**config.mk**
```make
export PLATFORM = sky130hd
export DESIGN_NAME = cfpa_skid
export DESIGN_NICKNAME = d
export VERILOG_FILES = /design/src/hdl/cfpa_pkg.sv /design/src/hdl/cfpa_skid.sv
export SDC_FILE = /design/constraint.sdc
export NUM_CORES = 1
export LEC_CHECK = 0
export BUFFER_PORTS_ARGS = -buffer_cell sky130_fd_sc_hd__buf_2
export CELL_PAD_IN_SITES_DETAIL_PLACEMENT = 0
export CELL_PAD_IN_SITES_GLOBAL_PLACEMENT = 2
export CORE_MARGIN = 2
export CORE_UTILIZATION = 38
export DETAILED_ROUTE_END_ITERATION = 8
export PLACE_DENSITY_LB_ADDON = 0.08
export SETUP_SLACK_MARGIN = 0.2
export SYNTH_ARGS = -nofsm -noshare
export SYNTH_HDL_FRONTEND = slang
export SYNTH_SLANG_ARGS = --single-unit
```
**constraint.sdc**
```tcl
create_clock -name i_clk -period 12.7 [get_ports i_clk]
set_input_delay 2.54 -clock i_clk [delete_from_list [all_inputs] [get_ports i_clk]]
set_output_delay 2.54 -clock i_clk [all_outputs]
set_load 0.01 [all_outputs]
```
**src/hdl/cfpa_pkg.sv**
```systemverilog
// Shared types, constants and helpers of the complex fixed-point ALU.
`default_nettype none
package cfpa_pkg;

    localparam int FRAC_BITS  = 16;
    localparam int NCELL      = 64 + FRAC_BITS;
    localparam int SQRT_STEPS = 32;

    typedef enum logic [2:0] {
        OP_ADD  = 3'd0,
        OP_SUB  = 3'd1,
        OP_MUL  = 3'd2,
        OP_DIV  = 3'd3,
        OP_CONJ = 3'd4,
        OP_MOD  = 3'd5
    } t_op;

    typedef struct packed {
        logic [2:0]       op;
        logic [31:0]      rr;
        logic [31:0]      ri;
        logic             ovf;
        logic             dz;
        logic [63:0]      den;
        logic [1:0][63:0] d_num;
        logic [1:0][63:0] d_rem;
        logic [1:0][32:0] d_quo;
        logic [1:0]       d_big;
        logic [1:0]       d_neg;
        logic [63:0]      s_rad;
        logic [33:0]      s_rem;
        logic [31:0]      s_root;
    } t_cell;

    typedef struct packed {
        logic [31:0] rr;
        logic [31:0] ri;
        logic        dz;
        logic        ovf;
    } t_res;

    // {overflow, value} of a signed value clamped to 32 bits
    function automatic logic [32:0] sat32(input logic signed [65:0] v);
        logic [32:0] r;
        if (v > 66'sd2147483647) begin
            r = {1'b1, 32'h7fff_ffff};
        end else if (v < -66'sd2147483648) begin
            r = {1'b1, 32'h8000_0000};
        end else begin
            r = {1'b0, v[31:0]};
        end
        return r;
    endfunction

endpackage
`default_nettype wire

```
**src/hdl/cfpa_skid.sv**
```systemverilog
// Output register with a skid stage behind it.
`default_nettype none
module cfpa_skid import cfpa_pkg::*; (
    input  logic i_clk,
    input  logic i_rst_n,
    input  logic i_valid,
    input  t_res i_data,
    output logic o_ready,
    output logic o_valid,
    output t_res o_data,
    input  logic i_ready
);

    logic r_out_valid, r_sk_valid;
    t_res r_out, r_sk;

    always_ff @(posedge i_clk) begin
        if (!i_rst_n) begin
            r_out_valid <= 1'b0;
            r_sk_valid  <= 1'b0;
        end else if (!r_out_valid || i_ready) begin
            r_out_valid <= r_sk_valid | i_valid;
            r_sk_valid  <= 1'b0;
        end else if (i_valid && !r_sk_valid) begin
            r_sk_valid <= 1'b1;
        end
        if (!r_out_valid || i_ready) begin
            r_out <= r_sk_valid ? r_sk : i_data;
        end else if (i_valid && !r_sk_valid) begin
            r_sk <= i_data;
        end
    end

    assign o_ready = !r_sk_valid;
    assign o_valid = r_out_valid;
    assign o_data  = r_out;

endmodule
`default_nettype wire

```
==> results.json <==
{
  "drive_gt1_share_pct": 61.5,
  "core_sq_um": 12600,
  "first_pass_iters": 4,
  "vias": 2449,
  "antenna_left": 0,
  "cts_tree": "done",
  "syn_inst": 214,
  "slew_headroom_pct": 35.4,
  "viasPerCell": 4.46,
  "syn_area_per_cell_sq_um": 22.8,
  "worstPathMaxFanout": 69,
  "post-place-ws_ps": 8100,
  "fmax_mhz": 238,
  "dp.cells": 517,
  "antenna_found_initial": 1,
  "finalClockSkew_ps": 5.43,
  "grt_pass1_vias": 2401,
  "yosysWarnings": 0,
  "clk_path_buf_depth": 2,
  "cts_hold_buf": 0,
  "cts-buffers-inserted": 17,
  "antenna_cells": 0,
  "ios": 138,
  "hold_path.class": "flip-flop to flip-flop",
  "root_buffer": "clkbuf_16",
  "place_congestion": 0.674,
  "drcViolationCount": 0,
  "routed_wl_mm": 8.90,
  "grt_setup_unrepaired": "no",
  "post_dp_cell_area_sq_um": 5740,
  "finalHoldViolations": 0,
  "portBuffers": 137,
  "die_area_sq_um": 13800,
  "status": "finished, final reports clean",
  "cts_resized": 0,
  "critical_path_class": "flip-flop to output pin",
  "clk_latency_ps": 410,
  "yosysSeqAreaShare_pct": 82.1,
  "finalSetupTns_ps": 0,
  "start_kind": "flip-flop",
  "tightestPinTransition_ps": 969,
  "synth_nets": 284,
  "setup_ws_ps": 8500,
  "synth_area_leader_cell": "edfxtp_1",
  "yosys.area.top_type_share_pct": 81.3,
  "nets": 434,
  "design_area_sq_um": 6330,
  "r2r_setup_slack_ps": 10530,
  "detail_route.wl_per_cell_um": 16.2,
  "grt_use_total_pct": 13.6,
  "worstSetupEndpointType": "output pin",
  "crit_required_ps": 10160,
  "power_density_nw_per_um2": 169,
  "path_clk_slew_ps": 50,
  "synth_area_leaders": "edfxtp_1, mux2_2, mux2_4, dfxtp_1, buf_2",
  "die_w_um": 117,
  "cts.sinks": 134,
  "post-cts-setup-buffers": 0,
  "setup_viol": 0,
  "syn2layout_area_growth_pct": 29.9,
  "synth.ff_latch_count": 134,
  "whs_ps": 544,
  "grt_first_pass_wirelength_mm": 13.2,
  "hpwl_mm": 5.62,
  "min_period_ps": 4200,
  "leakagePower_nw": 2.41,
  "grt_max_degree": 70,
  "dr.first_iter.drc_count": 158,
  "num_rows": 41,
  "layoutNonFillerInstCount": 549,
  "grt_overflow": 0,
  "die_height_um": 117,
  "initial_core_util_pct": 38.8,
  "synthDistinctLibCells": 12,
  "syn_area_sq_um": 4880,
  "crit_arrival_ps": 1660,
  "peakVddDrop_mv": 0.0820,
  "min_period_over_period_pct": 33.1,
  "cts-htree-levels": 4,
  "maxSlewViolCount": 0,
  "cap_viol_max_count": 0
}
-- layout make-up --
type                            instances  area [sq um]
Sequential cell                       134          4010
Tap cell                              172           215
Timing Repair Buffer                  139           701
Clock inverter                         14           164
Inverter                                1          3.75
Clock buffer                           18           429
Multi-Input combinational cell         71           815
Fill cell                            1090          6230
-- cells by family after synthesis --
logic type | count (synthesis) | share of synthesized area [%]
flip-flops | 134 | 82.1
multiplexers | 66 | 15.8
buffers and inverters | 9 | 1.46
AND/OR/NAND/NOR | 4 | 0.513
AO/OA/AOI/OAI | 1 | 0.154
-- cell usage in the layout (no fill, tap or decap) --
master / n
a21boi_0: 1
dfxtp_4: 1
clkinvlp_4: 1
clkbuf_1: 1
clkinv_1: 7
buf_2: 137
nor2_1: 1
inv_1: 1
dfxtp_1: 1
clkinv_2: 2
bufinv_16: 4
edfxtp_1: 132
nor3b_1: 1
mux2_4: 7
buf_4: 2
nor3b_2: 1
mux2_2: 59
nand2b_4: 1
clkbuf_16: 17
-- synth_stat cells --
library cell and instances:
a21boi_0 1, buf_12 1, buf_2 5, buf_6 2, dfxtp_1 2, edfxtp_1 132, inv_1 1, mux2_2 59
mux2_4 7, nand2b_1 1, nor2_1 1, nor3b_1 2
-- final timing paths --
path                    from          to  cells past startpoint
setup reg to reg     o_valid    r_sk[48]                      3
hold reg to reg     r_sk[12]  o_data[12]                      1
hold / removal      r_sk[12]  o_data[12]                      1
setup / recovery  r_sk_valid     o_ready                      2
-- routing by layer --
metal | up-vias | share of wire [%] | routed length, um | GRT usage [%]
li1 | 1163 | - | - | -
met1 | 1184 | 44 | 3950 | 17.5
met2 | 88 | 47 | 4160 | 19.5
met3 | 12 | 7.5 | 668 | 6.08
met4 | 2 | 1.3 | 114 | 6.59
met5 | - | 0.18 | 16 | 0
-- through the flow --
stage | total power [mW] | utilization, %
2_1_floorplan | 0.557 | -
3_3_place_gp | 0.591 | 45.7
3_5_place_dp | 0.591 | 45.7
4_1_cts | 1.08 | 50.4
5_1_grt | 1.11 | 50.4
6_report | 1.07 | 50.4
-- worst max-delay path: stages, from the launching register on --
cell     delay, ps
dfxtp_4        990
inv_1           90
buf_2          170
-- power by group --
| group | internal (mW) | switching, mW |
|---|---|---|
| sequential | 0.512 | 0.00793 |
| clock | 0.322 | 0.168 |
| combinational | 0.0300 | 0.0308 |
-- registers in the layout, summed over array words and instances (netlist names) --
register    count
r_sk_valid      1
o_data         66
o_valid         1
r_sk           66
No activity file was read; power rests on OpenSTA's default activity.
