==> src/hdl/cfpa_pkg.sv <==
// Shared types, constants and helpers of the complex fixed-point ALU.
`default_nettype none
package cfpa_pkg;

    localparam int FRAC_BITS  = 16;
    localparam int NCELL      = 64 + FRAC_BITS;
    localparam int SQRT_STEPS = 32;

    typedef enum logic [2:0] {
        OP_ADD  = 3'd0,
        OP_SUB  = 3'd1,
        OP_MUL  = 3'd2,
        OP_DIV  = 3'd3,
        OP_CONJ = 3'd4,
        OP_MOD  = 3'd5
    } t_op;

    typedef struct packed {
        logic [2:0]       op;
        logic [31:0]      rr;
        logic [31:0]      ri;
        logic             ovf;
        logic             dz;
        logic [63:0]      den;
        logic [1:0][63:0] d_num;
        logic [1:0][63:0] d_rem;
        logic [1:0][32:0] d_quo;
        logic [1:0]       d_big;
        logic [1:0]       d_neg;
        logic [63:0]      s_rad;
        logic [33:0]      s_rem;
        logic [31:0]      s_root;
    } t_cell;

    typedef struct packed {
        logic [31:0] rr;
        logic [31:0] ri;
        logic        dz;
        logic        ovf;
    } t_res;

    // {overflow, value} of a signed value clamped to 32 bits
    function automatic logic [32:0] sat32(input logic signed [65:0] v);
        logic [32:0] r;
        if (v > 66'sd2147483647) begin
            r = {1'b1, 32'h7fff_ffff};
        end else if (v < -66'sd2147483648) begin
            r = {1'b1, 32'h8000_0000};
        end else begin
            r = {1'b0, v[31:0]};
        end
        return r;
    endfunction

endpackage
`default_nettype wire

==> src/hdl/cfpa_cell.sv <==
// One chain cell: a quotient bit for both divide lanes and, when enabled, a root bit.
`default_nettype none
module cfpa_cell import cfpa_pkg::*; (
    input  logic  i_clk,
    input  logic  i_rst_n,
    input  logic  i_en,
    input  logic  i_sqrt_en,
    input  logic  i_valid,
    input  t_cell i_data,
    output logic  o_valid,
    output t_cell o_data
);

    logic  r_valid;
    t_cell r_data;
    t_cell n_data;

    logic [64:0] w_rsh  [2];
    logic [64:0] w_diff [2];
    logic [1:0]  w_ge;
    logic [35:0] w_ssh, w_trial, w_sdiff;
    logic        w_sge;

    always_comb begin
        n_data = i_data;
        for (int j = 0; j < 2; j++) begin
            w_rsh[j]  = {i_data.d_rem[j], i_data.d_num[j][63]};
            w_ge[j]   = w_rsh[j] >= {1'b0, i_data.den};
            w_diff[j] = w_rsh[j] - {1'b0, i_data.den};
            n_data.d_rem[j] = w_ge[j] ? w_diff[j][63:0] : w_rsh[j][63:0];
            n_data.d_num[j] = {i_data.d_num[j][62:0], 1'b0};
            n_data.d_quo[j] = {i_data.d_quo[j][31:0], w_ge[j]};
            n_data.d_big[j] = i_data.d_big[j] | i_data.d_quo[j][32];
        end
        w_ssh   = {i_data.s_rem, i_data.s_rad[63:62]};
        w_trial = {2'b00, i_data.s_root, 2'b01};
        w_sge   = w_ssh >= w_trial;
        w_sdiff = w_ssh - w_trial;
        if (i_sqrt_en) begin
            n_data.s_rem  = w_sge ? w_sdiff[33:0] : w_ssh[33:0];
            n_data.s_root = {i_data.s_root[30:0], w_sge};
            n_data.s_rad  = {i_data.s_rad[61:0], 2'b00};
        end
    end

    always_ff @(posedge i_clk) begin
        if (!i_rst_n) begin
            r_valid <= 1'b0;
        end else if (i_en) begin
            r_valid <= i_valid;
        end
        if (i_en) begin
            r_data <= n_data;
        end
    end

    assign o_valid = r_valid;
    assign o_data  = r_data;

endmodule
`default_nettype wire

==> config.mk <==
export PLATFORM = sky130hd
export DESIGN_NAME = cfpa_cell
export DESIGN_NICKNAME = d
export VERILOG_FILES = /design/src/hdl/cfpa_pkg.sv /design/src/hdl/cfpa_cell.sv
export SDC_FILE = /design/constraint.sdc
export NUM_CORES = 1
export LEC_CHECK = 0
export BUFFER_PORTS_ARGS = -buffer_cell sky130_fd_sc_hd__buf_2
export CORE_AREA = 2 2 460 462
export CTS_CLUSTER_SIZE = 14
export DETAILED_ROUTE_END_ITERATION = 16
export DIE_AREA = 0 0 462 464
export GPL_TIMING_DRIVEN = 1
export PLACE_DENSITY = 0.36
export SETUP_SLACK_MARGIN = 0.1
export SYNTH_ARGS = -nofsm -noshare
export SYNTH_HDL_FRONTEND = slang
export SYNTH_SLANG_ARGS = --single-unit
export TNS_END_PERCENT = 20
==> constraint.sdc <==
create_clock -name i_clk -period 7.4 [get_ports i_clk]
set_clock_uncertainty 0.2 [all_clocks]
set_input_delay 1.11 -clock i_clk [delete_from_list [all_inputs] [get_ports i_clk]]
set_output_delay 1.11 -clock i_clk [all_outputs]
set_load 0.005 [all_outputs]
==> results.py <==
metrics = {
    "global_routing": {
        "grtUsageTotal_pct": 16.48,
        "antenna_found_initial": 170,
        "grt_overflow": 0,
        "grt_start_max_net_pins": 124,
        "grt_pass1_vias": 27708,
        "grt_pass1_wl_um": 241600,
    },
    "clocking": {
        "clock_sinks": 588,
        "post_cts_resized": 0,
        "clkTransAtPathRegs_ns": 0.06,
        "cts_root_buf": "clkbuf_16",
        "cts_hold_buf": 0,
        "h-tree-depth": 3,
        "cts-buffers-inserted": 82,
        "insertion_delay_ns": 0.71,
        "post_cts_buffers": 0,
        "cts.path.max_buffers": 3,
        "cts_tree": "done",
    },
    "drt": {
        "wirelength_um": 184300,
        "drc": 0,
        "ant_nets": 0,
        "drtPass1Iterations": 5,
        "vias_per_cell": 4.018,
        "wl_per_cell_um": 27.26,
        "drtIter0Drc": 1541,
        "vias": 27168,
    },
    "synth": {
        "syn_avg_cell_area_um2": 11.43,
        "synth_xor_area_share_pct": 3.996,
        "muxShareOfSynthArea_pct": 2.475,
        "yosysMostFrequentCell": "edfxtp_1",
        "seq_area_frac_synth_pct": 57.51,
        "async_flop_share_pct": 0,
        "synth_compound_area_share_pct": 15.56,
        "synth-adder-area-share_pct": 6.736,
        "yosysUniqueCellTypes": 83,
        "yosysWarnings": 0,
        "yosys-top-cells-count": "edfxtp_1 (587), nand2_1 (332), o21ai_0 (232), a21oi_1 (190), ha_1 (162)",
        "synth_area_leaders": "edfxtp_1 (57%), ha_1 (6.6%), nand2_1 (4.1%)",
        "syn_area_um2": 30690,
        "synth_top_area_share_pct": 57.44,
        "synth_top_family_by_area": "compound AO/OA/AOI/OAI gates",
        "synthFlopType": "edfxtp_1",
        "yosysTopAreaCell": "edfxtp_1",
        "synth-edff-count": 587,
        "syn_inst": 2684,
        "ys_ff_latch": 588,
        "yosys.area_share.simple_pct": 10.30,
    },
    "timing": {
        "slew_viol_final": 0,
        "max_freq_ghz": 0.2037,
        "min_period_ns": 4.909,
        "tns_ns": 0,
        "final-hold-violation-count": 0,
        "max_slew.worst_pin.slew_ns": 1.030,
        "fin_crit_sh_pct": 66.33,
        "hold_ws_ns": 0.3160,
        "relSlewSlack_pct": 31.34,
        "setup_viol": 0,
        "grt_setup_unrepaired": "false",
    },
    "power_and_ir_drop": {
        "max-vdd-ir-drop_v": 0.0001642,
        "totalPowerFinal_mw": 10.39,
        "p_leak_nw": 17.82,
        "power_density_nw_per_um2": 243.9,
    },
    "critical_path": {
        "reg2reg_slack_ns": 6.61,
        "setup.worst_path.class": "in -> reg",
        "end_kind": "flop",
        "worstPathRequired_ns": 7.64,
        "arrival_ns": 5.15,
        "worstSetupStartpointType": "input port",
        "critPathMaxFanout": 23,
    },
    "finish": {
        "final_util_pct": 20.37,
        "drive_above_1_share_pct": 36.02,
        "fin_nets": 4618,
        "area_growth_pct": 38.81,
    },
    "min_path": {
        "hp-class": "reg -> reg",
    },
    "die": {
        "fp-row-count": 168,
        "die_w_um": 462,
        "dieArea_um2": 214400,
        "ios": 1184,
        "coreArea_um2": 209200,
        "start_util_pct": 14.67,
        "die_h_um": 464,
    },
    "outcome": {
        "status": "finished, final reports clean",
    },
    "run": {
        "drv_cap": 0,
    },
    "placement": {
        "hpwlAfterDp_um": 155400,
        "io_buffer_count": 1181,
        "gp_congestion": 0.8717,
    },
}
registers in the layout, summed over array words and instances (netlist names):
| signal | cells |
|---|---|
| o_data | 587 |
| o_valid | 1 |
final timing paths:
| kind | start | endpoint | cells past startpoint |
|---|---|---|---|
| setup / recovery | i_data[457] | o_data[296] | 14 |
| hold reg to reg | o_valid | o_valid | 2 |
| setup reg to reg | o_valid | o_valid | 2 |
| hold / removal | o_valid | o_valid | 2 |
report_power, final:
group          internal [mW]  switching [mW]
logic                  0.807            1.37
registers               4.09           0.134
clock network           2.22            1.77
total                   7.11            3.27
per-layer routing:
metal | track usage (%) | share of wire [%] | up-vias
met4 | 4.045 | 2.7 | 102
met5 | 0 | 0.34 | -
li1 | - | - | 12380
met2 | 31.20 | 53 | 1174
met3 | 6.046 | 8.6 | 369
met1 | 16.85 | 35 | 13143
critical path, stage by stage:
cell and delay, ns:
buf_2 0.17, inv_1 0.10, ha_1 0.31, nor2b_1 0.16, o31a_1 0.27, o31ai_1 0.42
nand3b_1 0.15, a21o_1 0.34, a2111oi_2 0.37, nor2_1 0.15, a221oi_4 0.77, buf_4 0.39
buf_4 0.27, o21ai_0 0.14
placed cells by master, fill, tap and decap left out, drive strengths merged, types with 43 or more instances in the layout:
cell and instances:
a21o 114, a21oi 190, buf 1204, clkbuf 94
edfxtp 587, ha 162, inv 152, mux2 63
nand2 332, nand3 43, nand4 46, nor2 131
o21ai 245, xnor2 86, xor2 54
per-stage QoR:
stage / setup WS, ns / std cells / cell area [um2]
global route: 2.213 / 6745 / 42560
finish: 2.491 / 6761 / 42600
CTS: 2.538 / 6733 / 42530
global placement: 1.852 / 6581 / 39890
floorplan: 3.206 / 2685 / 30690
detailed placement: 1.729 / 6581 / 39890
cells by family after synthesis:
group | count (synthesis)
AO/OA/AOI/OAI | 765
XOR/XNOR | 140
adder cells (fa/ha/maj) | 164
buffers and inverters | 262
flip-flops | 588
multiplexers | 68
other | 1
AND/OR/NAND/NOR | 696
final cells by class:
type / count / area, um2
Antenna cell: 28 / 70.07
Timing Repair Buffer: 1204 / 6175
Clock buffer: 94 / 2118
Multi-Input combinational cell: 1835 / 12000
Inverter: 149 / 559.3
Sequential cell: 588 / 17650
Clock inverter: 58 / 519.2
Tap cell: 2805 / 3510
Fill cell: 23178 / 166600
Power figures use the tool's default switching activity.
